**src/sv/jac3d_pkg.sv**
```systemverilog
// Shared constants, types and helpers of the seven-point sweep block.
package jac3d_pkg;

  // Grid geometry
  localparam int MAX_EDGE  = 32;
  localparam int EDGE_W    = $clog2(MAX_EDGE + 1);
  localparam int COL_W     = $clog2(MAX_EDGE);
  localparam int BANK_ROWS = (MAX_EDGE + 1) / 2;
  localparam int HALF_W    = $clog2(BANK_ROWS);
  localparam int ADDR_W    = HALF_W + COL_W;
  localparam int RAM_DEPTH = 2 ** ADDR_W;

  // Register field widths
  localparam int GRID_EDGE_W = 6;
  localparam int PAD_W       = 4;
  localparam int WEIGHT_W    = 16;
  localparam int CMP_W       = EDGE_W + PAD_W;

  // Arithmetic widths
  localparam int WORD_W = 32;
  localparam int SUM_W  = WORD_W + 3;
  localparam int PROD_W = SUM_W + WEIGHT_W + 1;
  localparam int FRAC_W = 16;

  // Configuration port
  localparam int CFG_INDEX_W = 2;
  localparam int CFG_DATA_W  = 16;

  localparam logic [CFG_INDEX_W-1:0] REG_GRID_EDGE = 2'd0;
  localparam logic [CFG_INDEX_W-1:0] REG_PAD_WIDTH = 2'd1;
  localparam logic [CFG_INDEX_W-1:0] REG_WEIGHT    = 2'd2;

  localparam logic [GRID_EDGE_W-1:0] GRID_EDGE_RESET = 6'd32;
  localparam logic [PAD_W-1:0]       PAD_WIDTH_RESET = 4'd1;
  localparam logic [WEIGHT_W-1:0]    WEIGHT_RESET    = 16'd9372;

  typedef logic [WORD_W-1:0]        word_t;
  typedef logic [ADDR_W-1:0]        addr_t;
  typedef logic signed [SUM_W-1:0]  sum_t;
  typedef logic signed [PROD_W-1:0] prod_t;

  // One stencil job handed from the address front end to the datapath
  typedef struct packed {
    logic  valid;
    logic  pass;
    logic  last;
    logic  zpar;
    logic  rpar;
    word_t voxel;
  } issue_t;

  // Port requests for the four plane banks, indexed [plane parity][row parity]
  typedef struct packed {
    logic                  re;
    logic [1:0][1:0]       we;
    addr_t                 waddr;
    word_t                 wdata;
    addr_t [1:0][1:0]      raddr0;
    addr_t [1:0][1:0]      raddr1;
  } mem_req_t;

  function automatic sum_t sext_word(input word_t w);
    return {{(SUM_W - WORD_W){w[WORD_W-1]}}, w};
  endfunction

endpackage

```
**src/sv/jac3d_core.sv**
```systemverilog
// Stencil datapath: gather, sum, scale, round and saturate, with output register.
module jac3d_core (
  input  logic                                 clk,
  input  logic                                 rst,
  input  jac3d_pkg::issue_t                    issue,
  input  jac3d_pkg::word_t [1:0][1:0]          rdata0,
  input  jac3d_pkg::word_t [1:0][1:0]          rdata1,
  input  logic [jac3d_pkg::WEIGHT_W-1:0]       weight,
  output logic                                 free,
  output logic                                 result_valid,
  input  logic                                 result_ready,
  output logic signed [jac3d_pkg::WORD_W-1:0]  result_value,
  output logic                                 passed_through,
  output logic                                 last_of_grid
);

  localparam int SCALED_W = jac3d_pkg::PROD_W - jac3d_pkg::FRAC_W;
  localparam int TOP_W    = SCALED_W - jac3d_pkg::WORD_W + 1;

  jac3d_pkg::issue_t s1;
  logic              s1_valid, s2_valid, s3_valid;
  logic              s1_go, s2_go, s3_go;

  jac3d_pkg::word_t  prev_center;
  jac3d_pkg::word_t  center, east, north, south, below;
  jac3d_pkg::sum_t   sum;

  jac3d_pkg::sum_t   s2_sum;
  jac3d_pkg::word_t  s2_center;
  logic              s2_pass, s2_last;

  jac3d_pkg::prod_t  s3_prod;
  jac3d_pkg::word_t  s3_center;
  logic              s3_pass, s3_last;

  jac3d_pkg::prod_t          rounded;
  logic [SCALED_W-1:0]       scaled;
  logic [TOP_W-1:0]          top_bits;
  jac3d_pkg::word_t          sat;

  // Stage handshakes: a stage moves when the next one is empty or moving
  assign s3_go = s3_valid & (~result_valid | result_ready);
  assign s2_go = s2_valid & (~s3_valid | s3_go);
  assign s1_go = s1_valid & (~s2_valid | s2_go);
  assign free  = ~s1_valid | s1_go;

  // Pick five of the seven stencil points out of the bank read data and sum all seven
  always_comb begin
    center = rdata0[s1.zpar][s1.rpar];
    east   = rdata1[s1.zpar][s1.rpar];
    north  = rdata0[s1.zpar][~s1.rpar];
    south  = rdata1[s1.zpar][~s1.rpar];
    below  = rdata0[~s1.zpar][s1.rpar];
    sum    = jac3d_pkg::sext_word(center) + jac3d_pkg::sext_word(prev_center)
           + jac3d_pkg::sext_word(east)   + jac3d_pkg::sext_word(north)
           + jac3d_pkg::sext_word(south)  + jac3d_pkg::sext_word(below)
           + jac3d_pkg::sext_word(s1.voxel);
  end

  // Round half up, then clamp to the signed word range
  always_comb begin
    rounded  = s3_prod + (jac3d_pkg::prod_t'(1) <<< (jac3d_pkg::FRAC_W - 1));
    scaled   = rounded[jac3d_pkg::PROD_W-1:jac3d_pkg::FRAC_W];
    top_bits = scaled[SCALED_W-1:jac3d_pkg::WORD_W-1];
    if ((&top_bits) || (~|top_bits)) begin
      sat = scaled[jac3d_pkg::WORD_W-1:0];
    end else if (scaled[SCALED_W-1]) begin
      sat = {1'b1, {(jac3d_pkg::WORD_W-1){1'b0}}};
    end else begin
      sat = {1'b0, {(jac3d_pkg::WORD_W-1){1'b1}}};
    end
  end

  // Stage valid bits
  always_ff @(posedge clk) begin
    if (rst) begin
      s1_valid     <= 1'b0;
      s2_valid     <= 1'b0;
      s3_valid     <= 1'b0;
      result_valid <= 1'b0;
    end else begin
      s1_valid     <= issue.valid | (s1_valid & ~s1_go);
      s2_valid     <= s1_go | (s2_valid & ~s2_go);
      s3_valid     <= s2_go | (s3_valid & ~s3_go);
      result_valid <= s3_go | (result_valid & ~result_ready);
    end
  end

  // Stage payloads; the center of the previous voxel is the west neighbor
  always_ff @(posedge clk) begin
    if (issue.valid) begin
      s1 <= issue;
    end
    if (s1_go) begin
      prev_center <= center;
      s2_sum      <= sum;
      s2_center   <= center;
      s2_pass     <= s1.pass;
      s2_last     <= s1.last;
    end
    if (s2_go) begin
      s3_prod   <= s2_sum * $signed({1'b0, weight});
      s3_center <= s2_center;
      s3_pass   <= s2_pass;
      s3_last   <= s2_last;
    end
    if (s3_go) begin
      result_value   <= s3_pass ? s3_center : sat;
      passed_through <= s3_pass;
      last_of_grid   <= s3_last;
    end
  end

endmodule

```
**config.mk**
```make
export PLATFORM = sky130hd
export DESIGN_NAME = jac3d_core
export DESIGN_NICKNAME = d
export VERILOG_FILES = /design/src/sv/jac3d_pkg.sv /design/src/sv/jac3d_core.sv
export SDC_FILE = /design/constraint.sdc
export NUM_CORES = 2
export LEC_CHECK = 0
export ABC_AREA = 1
export BUFFER_PORTS_ARGS = -buffer_cell sky130_fd_sc_hd__clkbuf_2
export CAP_MARGIN = 20
export CORE_MARGIN = 5
export CORE_UTILIZATION = 47
export CTS_BUF_LIST = sky130_fd_sc_hd__clkbuf_8
export CTS_CLUSTER_SIZE = 24
export DETAILED_ROUTE_END_ITERATION = 6
export PLACE_DENSITY = 0.75
export SETUP_SLACK_MARGIN = 0.5
export SYNTH_ARGS = -nofsm -noshare
export SYNTH_HDL_FRONTEND = slang
export SYNTH_SLANG_ARGS = --single-unit
```
**constraint.sdc**
```tcl
create_clock -name clk -period 10.7 [get_ports clk]
set_input_delay 0.535 -clock clk [delete_from_list [all_inputs] [get_ports clk]]
set_output_delay 0.535 -clock clk [all_outputs]
set_load 0.03 [all_outputs]
```
## After elaboration in Yosys (flattened, before gate mapping)

Cells that the tools add are included.

- $mul: 1
- Mux-type cells: 19
- Shift operators: 0
- Add/sub/neg operators: 7
- Bitwise gates (word level): 25
- Equality and inequality tests: 0
- Magnitude comparators: 4
- Reduce and logical (&&, ||, !) cells: 4
- Div/mod/pow operators: 0

Operator list:

| cell | number |
|---|---|
| 32-bit two-way mux | 13 |
| 64-bit two-way mux | 6 |
| 35-bit by 32-bit adder with 35-bit output | 3 |
| 52-bit by 17-bit adder with 52-bit output (second input constant) | 1 |
| 35-bit by 17-bit multiplier with 52-bit output | 1 |
| 34-bit by 32-bit adder with 35-bit output | 1 |
| 33-bit by 32-bit adder with 34-bit output | 1 |
| 32-bit by 32-bit adder with 33-bit output | 1 |
| 1-bit NOT | 10 |
| 1-bit by 2-bit less-than comparator with 1-bit output (second input constant) | 4 |
| 1-bit OR | 8 |
| 1-bit bitwise AND | 7 |
| 5-bit AND reduction | 1 |
| 5-bit OR reduction | 1 |
| 1-bit zero test | 1 |
| 1-bit logical OR | 1 |

- Flip-flop bits (word level): 229
- Logic and storage cells: 80
- Memories kept: 0
- Latch bits: 0
- Bits in read-only memories: 0
- RAM bits: 0
- Output and inout port bits: 36
- Bits of input ports: 312

## Logic depth before layout (Yosys ltp)

- Depth after elaboration: 10
- Gate-level depth with buffers: 30
- Mapped depth without buffers: 28

## Worst setup path after synthesis

Ideal clock, no wire load.

- Path kind: input to register
- Start point: in weight[6] in the netlist's numbering
- End point: reg s3_prod[51] (data pin)
- Path buffers: 2
- Required time: 10.448 ns
- Path slack: 4.780 ns
- Arrival: 5.668 ns
- Stages on the path: 23
- Setup time: 0.252 ns
- Path through: clkbuf_1 -> clkbuf_1 -> nand2_1 -> fa_1 -> inv_1 -> fa_1 -> fa_1 -> fa_1 -> fa_1 -> inv_1 -> fa_1 -> inv_1 -> ha_1 -> a21oi_1 -> inv_1 -> a31oi_1 -> o21ai_0 -> nand2_1 -> nand2_1 -> a21oi_1 -> nand2_1 -> nand2_1 -> nand2_1

- Word-level cells in the longest chain between the ends: 1

Ends and longest elaborated chain:

| what | line | RTL |
|---|---|---|
| from (decl) | jac3d_core.sv:8 | `input logic [jac3d_pkg::WEIGHT_W-1:0] weight,` |
| 35-bit by 17-bit multiplier with 52-bit output | jac3d_core.sv:102 | `s3_prod <= s2_sum * $signed({1'b0, weight});` |
| to (signal assigned) | jac3d_core.sv:102 |  |
| to (decl) | jac3d_core.sv:32 | `jac3d_pkg::prod_t s3_prod;` |

No other way between the ends.
A chain may end at the register's enable or synchronous reset.

## Final worst setup path

- Start point: reg s1[32] in the netlist's numbering
- End point: reg s2_sum[21] (data pin)

- Word-level cells in the longest chain between the ends: 8
- Elaborated cells on any way between the ends: 16
- Those cells by class: add/sub (6); mux (10)

Ends and longest elaborated chain:

| what | line | RTL |
|---|---|---|
| from (decl) | jac3d_core.sv:20 | `jac3d_pkg::issue_t s1;` |
| from (signal assigned) | jac3d_core.sv:92 | `s1 <= issue;` |
| 32-bit two-way mux (not written as such) (2 in series) | jac3d_core.sv:49 | `center = rdata0[s1.zpar][s1.rpar];` |
| via center[2] | jac3d_core.sv:25 | `jac3d_pkg::word_t center, east, north, south, below;` |
| 32-bit by 32-bit adder with 33-bit output | jac3d_core.sv:54 | `sum = jac3d_pkg::sext_word(center) + jac3d_pkg::sext_word(prev_center)` |
| 33-bit by 32-bit adder with 34-bit output | jac3d_core.sv:55 | `+ jac3d_pkg::sext_word(east) + jac3d_pkg::sext_word(north)` |
| 34-bit by 32-bit adder with 35-bit output | jac3d_core.sv:55 |  |
| 35-bit by 32-bit adder with 35-bit output (2 in series) | jac3d_core.sv:56 | `+ jac3d_pkg::sext_word(south) + jac3d_pkg::sext_word(below)` |
| 35-bit by 32-bit adder with 35-bit output | jac3d_core.sv:57 | `+ jac3d_pkg::sext_word(s1.voxel);` |
| via sum[21] | jac3d_core.sv:26 | `jac3d_pkg::sum_t sum;` |
| to (signal assigned) | jac3d_core.sv:96 | `s2_sum <= sum;` |
| to (decl) | jac3d_core.sv:28 | `jac3d_pkg::sum_t s2_sum;` |

The timed path passes the listed nets, and every way through them passes these cells. The select of a mux whose other input is x is not followed.

==> results by group <==
Critical path
  – CP Capture Type: flop
  – Cell Chain, Critical Path: buf_12 -> inv_4 -> buf_4 -> o21ai_0 -> fa_1 -> inv_1 -> fa_1 -> inv_1 -> fa_1 -> fa_1 -> fa_1 -> nand3_1 -> nand2_1 -> a21oi_1 -> o21ai_0 -> nand2_1 -> nand2_1 -> a21oi_1 -> xnor2_1
  – Cell mode on critical path: fa_1
  – Critical path class: flop to flop
  – CP startpoint kind: flop
  – Worst EP arrival: 7060 ps
  – Crit path largest cell delay: 750 ps
  – Crit Path Max Fanout: 161
  – Slowest cell on the critical path: buf_4
  – R2R Setup Slk: 3930 ps
  – Critical path required time: 10990 ps

Clocking
  – Post CTS Setup Buffer Count: 0
  – CTS H-tree lvls: 2
  – CTS tree: built
  – Clock sink count: 214
  – CTS Hold Bufs: 0
  – Post-CTS Resized: 0
  – CTS Root Cell: clkbuf_8
  – Longest Clk Path Bufs: 3
  – Total CTS buffers: 39
  – Reg clk slew, reported paths: 70 ps
  – Clock Latency Late Sink: 570 ps

Placement
  – Hpwl dp: 91300 microns
  – Routability congestion estimate: 0.979
  – IO Port Bufs: 347

Global routing
  – Largest net degree at the start of global routing: 193
  – Number of global-route vias before repair: 31700
  – First-pass GRT wire length: 172000 microns
  – GR Overflow Total: 0
  – GRT Total Usage: 0.251
  – Initial antenna violation count: 9

Floorplanning
  – Initial core utilization: 0.476
  – Full die area: 85900 sq um
  – Die H: 293 microns
  – Core Box Area: 79300 sq um
  – Num rows: 103
  – I/O pin cnt: 348
  – DIE WIDTH: 293 microns

Detailed routing
  – Wirelength per Cell: 18.5 microns
  – Final ANT Viol Nets: 0
  – DRT iter0 DRCs: 2484
  – Via/cell ratio: 5.20
  – Vias: 30400
  – Drc violations: 0
  – Final wirelength: 109000 microns
  – First-pass DRT Iterations: 6

STA
  – Clock skew: 34.1 ps
  – FMAX: 148 MHz
  – Final Slew Violations: 0
  – Min Tclk post-route: 6770 ps
  – Fin. Hold Viols: 0
  – Worst-margin pin slew: 1060 ps
  – Setup Total Neg Slack: 0 ps
  – Tcrit/Tclk final: 0.633
  – Headroom to the max-slew limit: 0.291
  – RSZ-0062 raised after global routing: false
  – Endpoints failing setup: 0

Job
  – Max_cap viols: 0

Layout
  – Multi-input logic area: 26300 sq um
  – Layout cells sized above 1: 0.0958
  – Commonest non-fill, non-tap cells in the layout: nand2_1, inv_1, fa_1
  – Most common cell after layout, fill and taps aside: nand2_1
  – Sequential cell area: 6390 sq um
  – Fillers: 7301
  – # nets final: 5941
  – Area grow syn2layout: 8.25%

Synthesis
  – Seq/Total Area, Yosys: 0.169
  – Syn_area_per_cell: 8.22 sq um
  – Post-synthesis instance total: 4586
  – Ys async rst share: 0
  – Register bit total from synthesis: 214
  – Yosys cell types: 40
  – Syn nets: 5747
  – EDFF count, synth: 210
  – Cell Area, Synth: 37700 sq um
  – Post-synth top flop: edfxtp_1
  – Warnings from Yosys: 0

Worst hold path
  – Worst Hold Class: primary input to flop

Status
  – Status: finished clean
-- metal layers --
metal / track usage / up-vias / share of wire
li1: - / 14000 / -
met1: 0.332 / 15000 / 0.40
met2: 0.439 / 1188 / 0.50
met3: 0.0319 / 190 / 0.071
met4: 0.0709 / 6 / 0.033
met5: 0 / - / 0.00038
-- cells in the mapped netlist (8+ instances only) --
library cell	number	area, sq um
nand2_1	1128	4230
edfxtp_1	210	6310
a21oi_2	30	263
fa_1	691	13800
a31oi_1	14	87.6
nor2_1	272	1020
buf_2	13	65.1
a21oi_1	110	551
clkbuf_1	180	676
xor2_1	70	613
o21bai_1	9	67.6
xnor2_1	31	272
buf_1	8	30.0
nand3_1	55	275
nor4_1	12	75.1
nand4_1	10	62.6
a21o_1	17	128
ha_1	158	1980
o22ai_1	32	200
o21ai_0	254	1270
mux2i_1	94	941
nor3_1	22	110
inv_1	1118	4200
-- worst paths after layout --
kind / start / end / depth (start not counted)
max: s1[32] / s2_sum[21] / 19
min: issue[34] / s1[34] / 1
min reg2reg: s2_pass / s3_pass / 0
max reg2reg: s1[32] / s2_sum[21] / 19
-- state kept, by name, indices dropped and copies added, names as in the netlist, 32 cells and up --
| name | flops |
|---|---|
| s1 | 36 |
| s2_sum | 35 |
| prev_center | 32 |
| s3_prod | 37 |
| result_value | 32 |
| s3_center | 32 |
-- final cells by class --
cell class | instances | area share
clock buffers | 39 | 0.0132
clock inverters | 26 | 0.00448
multi-input cells | 3045 | 0.644
inverters | 1120 | 0.103
well taps | 1050 | 0.0322
flip-flops and latches | 214 | 0.157
diodes | 3 | 0.000184
repair buffers | 360 | 0.0464
-- kinds of logic (layout without fill, tap and decap cells) --
kind of cell	count (synthesis)	in the layout	synth area share
compound gates	484	484	0.0719
buf+inv	1327	1545	0.134
fa+ha+maj	849	849	0.420
flops	214	214	0.169
mux	94	94	0.0250
xor+xnor	101	101	0.0235
simple gates	1517	1517	0.157
other cells	0	3	0
-- metrics by stage --
stage	hold WS, ps	setup slack (ps)	std cells	instance area [sq um]	utilization
2_1_floorplan	400	4780	4586	37700	-
3_3_place_gp	404	3790	5787	40000	0.505
3_5_place_dp	405	3760	5787	40000	0.505
4_1_cts	112	4030	5852	40700	0.514
5_1_grt	105	3500	5854	40800	0.515
6_report	139	3930	5857	40800	0.515
-- critical path: cells and delay by family, from the launching register on --
family	cells	cell delay [ps]
AND/OR/NAND/NOR	4	430
AO/OA/AOI/OAI	4	1250
adder cells (fa/ha/maj)	5	2470
buffers and inverters	5	1650
XOR/XNOR	1	140
flip-flops	1	410
Power is not shown: default switching activity piles up to over one toggle a cycle in this logic, so the estimate is an artifact.
