## src/sv/jac3d_pkg.sv

```systemverilog
// Shared constants, types and helpers of the seven-point sweep block.
package jac3d_pkg;

  // Grid geometry
  localparam int MAX_EDGE  = 32;
  localparam int EDGE_W    = $clog2(MAX_EDGE + 1);
  localparam int COL_W     = $clog2(MAX_EDGE);
  localparam int BANK_ROWS = (MAX_EDGE + 1) / 2;
  localparam int HALF_W    = $clog2(BANK_ROWS);
  localparam int ADDR_W    = HALF_W + COL_W;
  localparam int RAM_DEPTH = 2 ** ADDR_W;

  // Register field widths
  localparam int GRID_EDGE_W = 6;
  localparam int PAD_W       = 4;
  localparam int WEIGHT_W    = 16;
  localparam int CMP_W       = EDGE_W + PAD_W;

  // Arithmetic widths
  localparam int WORD_W = 32;
  localparam int SUM_W  = WORD_W + 3;
  localparam int PROD_W = SUM_W + WEIGHT_W + 1;
  localparam int FRAC_W = 16;

  // Configuration port
  localparam int CFG_INDEX_W = 2;
  localparam int CFG_DATA_W  = 16;

  localparam logic [CFG_INDEX_W-1:0] REG_GRID_EDGE = 2'd0;
  localparam logic [CFG_INDEX_W-1:0] REG_PAD_WIDTH = 2'd1;
  localparam logic [CFG_INDEX_W-1:0] REG_WEIGHT    = 2'd2;

  localparam logic [GRID_EDGE_W-1:0] GRID_EDGE_RESET = 6'd32;
  localparam logic [PAD_W-1:0]       PAD_WIDTH_RESET = 4'd1;
  localparam logic [WEIGHT_W-1:0]    WEIGHT_RESET    = 16'd9372;

  typedef logic [WORD_W-1:0]        word_t;
  typedef logic [ADDR_W-1:0]        addr_t;
  typedef logic signed [SUM_W-1:0]  sum_t;
  typedef logic signed [PROD_W-1:0] prod_t;

  // One stencil job handed from the address front end to the datapath
  typedef struct packed {
    logic  valid;
    logic  pass;
    logic  last;
    logic  zpar;
    logic  rpar;
    word_t voxel;
  } issue_t;

  // Port requests for the four plane banks, indexed [plane parity][row parity]
  typedef struct packed {
    logic                  re;
    logic [1:0][1:0]       we;
    addr_t                 waddr;
    word_t                 wdata;
    addr_t [1:0][1:0]      raddr0;
    addr_t [1:0][1:0]      raddr1;
  } mem_req_t;

  function automatic sum_t sext_word(input word_t w);
    return {{(SUM_W - WORD_W){w[WORD_W-1]}}, w};
  endfunction

endpackage

```

## src/sv/jac3d_front.sv

```systemverilog
// Registers, raster counters, border test and bank addressing of the sweep.
module jac3d_front (
  input  logic                                clk,
  input  logic                                rst,
  input  logic                                cfg_valid,
  output logic                                cfg_ready,
  input  logic [jac3d_pkg::CFG_INDEX_W-1:0]   cfg_index,
  input  logic [jac3d_pkg::CFG_DATA_W-1:0]    cfg_data,
  input  logic                                in_valid,
  output logic                                in_ready,
  input  logic signed [jac3d_pkg::WORD_W-1:0] voxel_value,
  input  logic                                drain,
  input  logic                                free,
  output logic [jac3d_pkg::WEIGHT_W-1:0]      weight,
  output jac3d_pkg::issue_t                   issue,
  output jac3d_pkg::mem_req_t                 mem_req
);

  logic [jac3d_pkg::GRID_EDGE_W-1:0] grid_edge;
  logic [jac3d_pkg::PAD_W-1:0]       pad_width;

  logic [jac3d_pkg::EDGE_W-1:0] in_plane;
  logic [jac3d_pkg::EDGE_W-1:0] in_row;
  logic [jac3d_pkg::EDGE_W-1:0] in_col;

  logic [jac3d_pkg::EDGE_W-1:0] edge_len;
  logic [jac3d_pkg::EDGE_W-1:0] edge_m1;
  logic [jac3d_pkg::PAD_W-1:0]  pad_len;
  logic [jac3d_pkg::EDGE_W-1:0] z_pos;
  logic [jac3d_pkg::CMP_W-1:0]  e_c, p_c, hi_c, z_c, r_c, c_c;

  logic cfg_take, restart;
  logic draining, act, emit, pass, last;
  logic col_end, row_end;
  logic rpar, ppar, zpar;

  logic [jac3d_pkg::HALF_W-1:0] half_r, half_up, half_dn;
  logic [jac3d_pkg::COL_W-1:0]  col, col_e;

  assign cfg_ready = 1'b1;
  assign cfg_take  = cfg_valid & cfg_ready;
  assign restart   = cfg_take & (cfg_index == jac3d_pkg::REG_GRID_EDGE);
  assign in_ready  = free;

  // Write configuration registers
  always_ff @(posedge clk) begin
    if (rst) begin
      grid_edge <= jac3d_pkg::GRID_EDGE_RESET;
      pad_width <= jac3d_pkg::PAD_WIDTH_RESET;
      weight    <= jac3d_pkg::WEIGHT_RESET;
    end else if (cfg_take) begin
      unique case (cfg_index)
        jac3d_pkg::REG_GRID_EDGE: grid_edge <= cfg_data[jac3d_pkg::GRID_EDGE_W-1:0];
        jac3d_pkg::REG_PAD_WIDTH: pad_width <= cfg_data[jac3d_pkg::PAD_W-1:0];
        jac3d_pkg::REG_WEIGHT:    weight    <= cfg_data[jac3d_pkg::WEIGHT_W-1:0];
        default: ;
      endcase
    end
  end

  // Clamp the edge and the pad to their usable ranges
  always_comb begin
    if (int'(grid_edge) < 3) begin
      edge_len = jac3d_pkg::EDGE_W'(3);
    end else if (int'(grid_edge) > jac3d_pkg::MAX_EDGE) begin
      edge_len = jac3d_pkg::EDGE_W'(jac3d_pkg::MAX_EDGE);
    end else begin
      edge_len = jac3d_pkg::EDGE_W'(grid_edge);
    end
    pad_len = (pad_width == '0) ? jac3d_pkg::PAD_W'(1) : pad_width;
    edge_m1 = edge_len - jac3d_pkg::EDGE_W'(1);
  end

  // Classify the beat and test the released voxel against the border
  always_comb begin
    draining = (in_plane >= edge_len);
    act      = in_valid & in_ready & (draining == drain);
    emit     = drain | (in_plane != '0);
    z_pos    = in_plane - jac3d_pkg::EDGE_W'(1);
    e_c      = jac3d_pkg::CMP_W'(edge_len);
    p_c      = jac3d_pkg::CMP_W'(pad_len);
    hi_c     = (e_c > p_c) ? e_c - p_c : '0;
    z_c      = jac3d_pkg::CMP_W'(z_pos);
    r_c      = jac3d_pkg::CMP_W'(in_row);
    c_c      = jac3d_pkg::CMP_W'(in_col);
    pass     = (z_c < p_c) | (z_c >= hi_c) | (r_c < p_c) | (r_c >= hi_c)
             | (c_c < p_c) | (c_c >= hi_c);
    last     = drain & (in_row == edge_m1) & (in_col == edge_m1);
    col_end  = (in_col == edge_m1);
    row_end  = (in_row == edge_m1);
  end

  // Advance the raster position; a grid edge write starts a new sweep
  always_ff @(posedge clk) begin
    if (rst || restart) begin
      in_plane <= '0;
      in_row   <= '0;
      in_col   <= '0;
    end else if (act) begin
      if (col_end) begin
        in_col <= '0;
        if (row_end) begin
          in_row <= '0;
          in_plane <= drain ? '0 : in_plane + jac3d_pkg::EDGE_W'(1);
        end else begin
          in_row <= in_row + jac3d_pkg::EDGE_W'(1);
        end
      end else begin
        in_col <= in_col + jac3d_pkg::EDGE_W'(1);
      end
    end
  end

  // Bank addressing: even and odd planes, each split by row parity
  always_comb begin
    rpar    = in_row[0];
    ppar    = in_plane[0];
    zpar    = ~in_plane[0];
    half_r  = jac3d_pkg::HALF_W'(in_row >> 1);
    half_up = jac3d_pkg::HALF_W'((in_row - jac3d_pkg::EDGE_W'(1)) >> 1);
    half_dn = jac3d_pkg::HALF_W'((in_row + jac3d_pkg::EDGE_W'(1)) >> 1);
    col     = jac3d_pkg::COL_W'(in_col);
    col_e   = jac3d_pkg::COL_W'(in_col + jac3d_pkg::EDGE_W'(1));

    mem_req.re    = act;
    mem_req.waddr = {half_r, col};
    mem_req.wdata = voxel_value;
    for (int q = 0; q < 2; q++) begin
      for (int b = 0; b < 2; b++) begin
        // Rows above and below share the bank of the other row parity
        if ((1'(q) == zpar) && (1'(b) != rpar)) begin
          mem_req.raddr0[q][b] = {half_up, col};
          mem_req.raddr1[q][b] = {half_dn, col};
        end else begin
          mem_req.raddr0[q][b] = {half_r, col};
          mem_req.raddr1[q][b] = {half_r, col_e};
        end
        mem_req.we[q][b] = act & ~drain & (1'(q) == ppar) & (1'(b) == rpar);
      end
    end
  end

  // Hand the released voxel to the datapath
  always_comb begin
    issue.valid = act & emit;
    issue.pass  = pass;
    issue.last  = last;
    issue.zpar  = zpar;
    issue.rpar  = rpar;
    issue.voxel = voxel_value;
  end

endmodule

```

## config.mk

```make
export PLATFORM = sky130hd
export DESIGN_NAME = jac3d_front
export DESIGN_NICKNAME = d
export VERILOG_FILES = /design/src/sv/jac3d_pkg.sv /design/src/sv/jac3d_front.sv
export SDC_FILE = /design/constraint.sdc
export NUM_CORES = 1
export LEC_CHECK = 0
export ABC_AREA = 1
export BUFFER_PORTS_ARGS = -buffer_cell sky130_fd_sc_hd__buf_2
export CORE_MARGIN = 2
export CORE_UTILIZATION = 43
export CTS_CLUSTER_DIAMETER = 150
export DETAILED_ROUTE_END_ITERATION = 6
export HOLD_SLACK_MARGIN = 0.06
export PLACE_DENSITY = 0.79
export SYNTH_ARGS = -nofsm -noshare
export SYNTH_HDL_FRONTEND = slang
export SYNTH_SLANG_ARGS = --single-unit
export TNS_END_PERCENT = 100
```

## constraint.sdc

```tcl
create_clock -name clk -period 3.2 [get_ports clk]
set_input_delay 0.64 -clock clk [delete_from_list [all_inputs] [get_ports clk]]
set_output_delay 0.64 -clock clk [all_outputs]
set_load 0.005 [all_outputs]
```

Word level (Yosys, flattened, before mapping)
Cells that the tools add are included.
{ "totals": {"regBits": 44, "output_inout_bits": 173} }
{ "classes": {"add_sub_neg": 7, "order_cmp": 10, "n_eq_ne": 5, "n_mux": 15, "bitwise": 22, "n_reduce_logical": 13} }
{ "ops": {"columns": ["operator", "count"], "rows": [
  ["two-way mux 9 bit", 8],
  [">= comparator 6 x 10 -> 1 bit", 3],
  ["two-way mux 6 bit", 5],
  ["adder 6 x 1 -> 6 bit, second input constant", 3],
  ["less-than comparator 6 x 4 -> 1 bit", 3],
  ["bitwise AND 1 bit", 13],
  ["equality test 6 bit", 2],
  ["subtractor 6 x 1 -> 6 bit, second input constant", 2],
  ["two-way mux 10 bit", 1],
  ["AND reduction 2 bit", 4],
  ["subtractor 6 x 4 -> 7 bit", 1],
  [">= comparator 6 bit", 1],
  ["> comparator 6 x 4 -> 1 bit", 1],
  ["> comparator 6 bit, second input constant", 1],
  ["less-than comparator 6 x 2 -> 1 bit, second input constant", 1],
  ["bitwise OR 1 bit", 6],
  ["nonzero test 6 bit", 1],
  ["subtractor 5 x 1 -> 5 bit, second input constant", 1],
  ["logical AND 1 bit", 4],
  ["zero test 4 bit", 1],
  ["two-way mux 4 bit", 1],
  ["NOT 1 bit", 3],
  ["AND reduction 3 bit", 1],
  ["equality test 2 x 1 -> 1 bit, second input constant", 1],
  ["other kinds (4)", 4]
]} }

Logic depth before layout (Yosys ltp)
{ "depth": {"word_depth": 11, "depth_mapped": 24, "depth_no_buf": 23} }

Worst setup path before layout
Ideal clock, no wire load.
{ "synth_path": {"path_kind": "register to output", "start": "reg grid_edge[5] in the netlist's numbering", "end": "out issue[35] in the netlist's numbering", "arrival_ns": 2.751, "t_required_ns": 2.560, "setup_slack_ns": -0.191, "stages_incl_launch_ff": 21, "path_buffers": 1, "path_cell_list": "dfxtp_1 nor2_4 nand3_4 nand2_1 inv_1 nor2_1 inv_1 nand2_1 inv_1 ha_1 or3_1 nand3_1 ha_1 inv_1 nor2_1 o21a_1 o21ai_0 a21boi_0 o22ai_1 nand2_1 buf_4"} }
{ "synth_between": {"elab_chain_cells": 11} }
{ "synth_rtl": {"columns": ["element", "line", "rtl"], "rows": [
  ["start, declared", "jac3d_front.sv:19", "logic [jac3d_pkg::GRID_EDGE_W-1:0] grid_edge;"],
  ["start signal, assigned", "jac3d_front.sv:48", "grid_edge <= jac3d_pkg::GRID_EDGE_RESET;"],
  ["start signal, assigned", "jac3d_front.sv:53", "jac3d_pkg::REG_GRID_EDGE: grid_edge <= cfg_data[jac3d_pkg::GRID_EDGE_W-1:0];"],
  ["> comparator 6 bit", "jac3d_front.sv:65", "end else if (int'(grid_edge) > jac3d_pkg::MAX_EDGE) begin"],
  ["two-way mux 6 bit", "jac3d_front.sv:65", null],
  ["two-way mux 6 bit (*)", "jac3d_front.sv:63", "if (int'(grid_edge) < 3) begin"],
  ["subtractor 6 x 4 -> 7 bit or > comparator 6 x 4 -> 1 bit (tied branches)", "jac3d_front.sv:82", "hi_c = (e_c > p_c) ? e_c - p_c : '0;"],
  ["two-way mux 10 bit (*)", "jac3d_front.sv:82", null],
  [">= comparator 6 x 10 -> 1 bit", "jac3d_front.sv:86", "pass = (z_c < p_c) | (z_c >= hi_c) | (r_c < p_c) | (r_c >= hi_c)"],
  ["bitwise OR 1 bit (3 in series)", "jac3d_front.sv:86", null],
  ["bitwise OR 1 bit", "jac3d_front.sv:87", "| (c_c < p_c) | (c_c >= hi_c);"],
  ["bitwise OR 1 bit (*)", "jac3d_front.sv:87", null],
  ["end, declared", "jac3d_front.sv:15", "output jac3d_pkg::issue_t issue,"]
]} }
Every way passes the cells marked *; elsewhere a longest branch is shown, timed or not.

==> impl_results.md <==
* Total CTS buffers at 5
* Final WS setup at -0.577 ns
* Area delta synth->final at 15.3%
* Combinational share of power at 0.287
* Syn Inst Count at 694
* # setup viols final at 6
* Layout cells sized above 1 at 0.346
* CTS sink cnt at 44
* Worst R2R Path Depth at 20
* Worst r2r src: grid_edge[2]
* R2r setup slk at 0.58 ns
* Yosys reg bits at 44
* Outcome: finished with violations
* Dpl hpwl at 9.59 mm
* Worst vdd ir at 0.188 mV
* Routed Antenna Nets at 0
* Register area share after synthesis at 0.190
* Violated checks: setup timing
* Port buffer count at 131
* Largest net degree at the start of global routing at 27
* Hold buffers post-CTS at 0
* Initial antenna violation count at 0
* Pwr per Cell Area at 275 mW/mm2
* Die W at 108 um
* DR WL/cell at 14.0 um
* Std-Cell Rows at 37
* CP Data Arrival Time at 3.14 ns
* Worst Setup SP: grid_edge[5]
* Final Max Slew Viols at 0
* Slew @ Worst Pin at about 0.69 ns
* Initial DRC Count at 368
* Clock transition at path regs at 0.10 ns
* Psw at 0.475 mW
* Period minus WS final at 3.78 ns
* Remaining DRCs at 0
* CP Capture Type: primary output
* Internal Power at 0.994 mW
* Yosys top cell area share at 0.190
* Total power at 1.47 mW
* Vias post-DR at 4632
* CTS tree: done
* Crit path capture: issue[35]
* Final worst-path cycle share at 1.18
* Post-synth EDFFs at 0
* Most used DFF post-synth: dfxtp_1
* Max-cap viol count at 0
* Core area at 0.0104 mm2
* Sw Share at 0.323
* CTS max path bufs at 2
* Fillers at just over 1000
* GRT overflow at 0
* Routed WL at 12.7 mm
* Root buf cell: clkbuf_8
* Yosys warnings at 0
* Initial Utilization at 0.447
* H-tree depth at 2
* Drt first pass iters at 6
* First-pass GRT wire length at 19.9 mm
* Endpoint required time on the critical path at 2.56 ns
* CP max FO at 4
* Syn Area/Cell at 6.67 um2
* Netlist cell types at 45
* N_diodes at 0
* Vias in the first global route at 4211
* Worst hold path type: reg2reg
* Cell area after synthesis at 0.00463 mm2
* Crit Path Category: reg2out
* Clock power frac at 0.313
* Final instance area at around 0.0053 mm2
* Post-synthesis net count at approximately 790
* Pleak at 2.81 nW
* CP Launch Type: register
* Final Hold Viols at 0
* Clock latency on the worst-skew pair at 0.31 ns
* Post-Route Skew at 0.00956 ns
* Die area at between 0.01 and 0.015 mm2
* Die height at 108 um
* Peak Freq at between 200 and 300 MHz
* Nets@finish at 865
* Worst r2r dst: in_row[3]
* Unrepaired setup endpoints after global routing: yes
* DP Area at 0.00499 mm2
* Setup WS pre-CTS at -0.276 ns
* Register share of total power at 0.401
* Post-synth top area cell: dfxtp_1
* Relative slew slack at 0.535
* Count of boundary I/O pins at 229
* Async S/R FF share, synth at 0
* Total track usage at 0.212
* Via-per-instance ratio at 5.12
* Synth area leaders: dfxtp_1 19%, buf_4 16%, ha_1 11%
* Placer's final routability congestion estimate at 0.942
==> synthesized netlist by cell type, types with 2 or more instances <==
master    number
inv_2          3
nand3_1       39
nand2_1      127
xnor2_1        3
o21ai_1        5
xor2_1        20
inv_1         68
nand3_2        2
nand4_1        7
o21ai_0       72
dfxtp_1       44
nor2_2         3
or3_1          2
nor2_4         4
nand2_4        3
nand2_2        7
nor3_1         8
a21o_1         2
nand3_4        2
clkbuf_1      19
nand4_2        2
ha_1          42
a21oi_1       24
buf_4        100
o211ai_1       4
nor2_1        63
==> stage by stage <==
step           instances   util  setup TNS, ns  hold WS (ns)
2_1_floorplan        694      -        -0.0928         0.429
6_report             904  0.515          -1.19         0.461
4_1_cts              899  0.501         -0.595         0.471
3_3_place_gp         888  0.482         -0.125         0.435
3_5_place_dp         888  0.482         -0.276         0.446
5_1_grt              904  0.515          -2.63         0.504
==> placed cells by master (no fill, tap or decap), types with 2 or more instances in the layout <==
cell | synthesis | routed
nand2_2 | 7 | 13
nand3_2 | 2 | 3
nor2_2 | 3 | 3
ha_2 | 0 | 2
nand3_4 | 2 | 3
or3_4 | 0 | 2
buf_6 | 1 | 2
nand4_2 | 2 | 2
inv_1 | 68 | 63
o21ai_1 | 5 | 6
nor3_1 | 8 | 8
nor2_4 | 4 | 6
dfxtp_2 | 0 | 4
ha_4 | 0 | 3
xnor2_1 | 3 | 3
o211ai_1 | 4 | 4
nand4_1 | 7 | 7
buf_2 | 1 | 131
dfxtp_1 | 44 | 39
o21ai_0 | 72 | 69
inv_2 | 3 | 7
a21oi_1 | 24 | 20
nand2_1 | 127 | 120
nand2_4 | 3 | 4
o21ai_2 | 1 | 3
nand3_1 | 39 | 37
a21oi_2 | 1 | 4
clkbuf_8 | 0 | 5
buf_4 | 100 | 54
xor2_1 | 20 | 20
a21o_1 | 2 | 2
ha_1 | 42 | 37
inv_4 | 1 | 2
nor2_1 | 63 | 61
==> cells by family (layout without fill, tap and decap cells) <==
kind of cell / after synthesis / in the layout / synth area share
flip-flops: 44 / 44 / 0.190
AO/OA/AOI/OAI: 116 / 116 / 0.134
AND/OR/NAND/NOR: 273 / 273 / 0.276
adder cells (fa/ha/maj): 42 / 42 / 0.113
other: 1 / 1 / 0.000810
XOR/XNOR: 23 / 23 / 0.0435
buffers and inverters: 195 / 269 / 0.242
==> cell type report <==
| cell class | instances | area, um2 | area share |
|---|---|---|---|
| timing repair buffer | 187 | 1080 | 0.203 |
| sequential | 44 | 890 | 0.167 |
| tap | 136 | 170 | 0.0319 |
| clock inverter | 3 | 46.3 | 0.00867 |
| clock buffer | 5 | 68.8 | 0.0129 |
| multi-input combinational | 455 | 2800 | 0.524 |
| inverter | 74 | 284 | 0.0532 |
==> worst max-delay path: stages (launching register included) <==
cell      delay (ns)
dfxtp_4         0.39
nor2_4          0.11
nand3_4         0.11
nand2_4         0.07
inv_2           0.04
ha_1            0.17
nand2_1         0.07
nand3_1         0.06
nand2_1         0.10
nand2_2         0.07
nand2_2         0.09
buf_4           0.11
o211ai_1        0.18
ha_2            0.24
or3_4           0.38
a221oi_2        0.18
o211ai_1        0.13
o22ai_1         0.13
nand2_1         0.08
buf_2           0.12
==> per-layer routing <==
| metal | GRT usage | wire length [um] |
|---|---|---|
| met1 | 0.254 | 5150 |
| met2 | 0.378 | 6040 |
| met3 | 0.0369 | 1090 |
| met4 | 0.0714 | 384 |
| met5 | 0 | 0 |
==> worst min path at each step <==
| stage | from | to | slack [ns] | depth (start not counted) |
|---|---|---|---|---|
| floorplan | pad_width[0] | pad_width[0] | 0.43 | 2 |
| global placement | weight[4] | weight[4] | 0.43 | 2 |
| detailed placement | weight[13] | weight[13] | 0.45 | 2 |
| CTS | weight[13] | weight[13] | 0.47 | 2 |
| global route | weight[3] | weight[3] | 0.50 | 2 |
| finish | weight[13] | weight[13] | 0.46 | 2 |
==> registers in the layout (all words and copies together) (netlist names) <==
signal	flops
in_row	6
pad_width	4
weight	16
in_plane	6
grid_edge	6
in_col	6
==> repair_timing <==
item,in CTS,in global routing
buffers inserted,3,5
setup endpoints to repair,6,7
pin swaps,12,17
gates resized for setup,19,27
endpoints found under the hold margin,0,0
==> power by group through the flow <==
stage          logic [mW]  clock network [mW]  registers, mW
2_1_floorplan       0.295                   0          0.599
3_3_place_gp        0.343                   0          0.600
3_5_place_dp        0.352                   0          0.600
4_1_cts             0.374               0.463          0.588
5_1_grt             0.473               0.488          0.592
6_report            0.421               0.459          0.589
(Power assumes the default switching activity.)
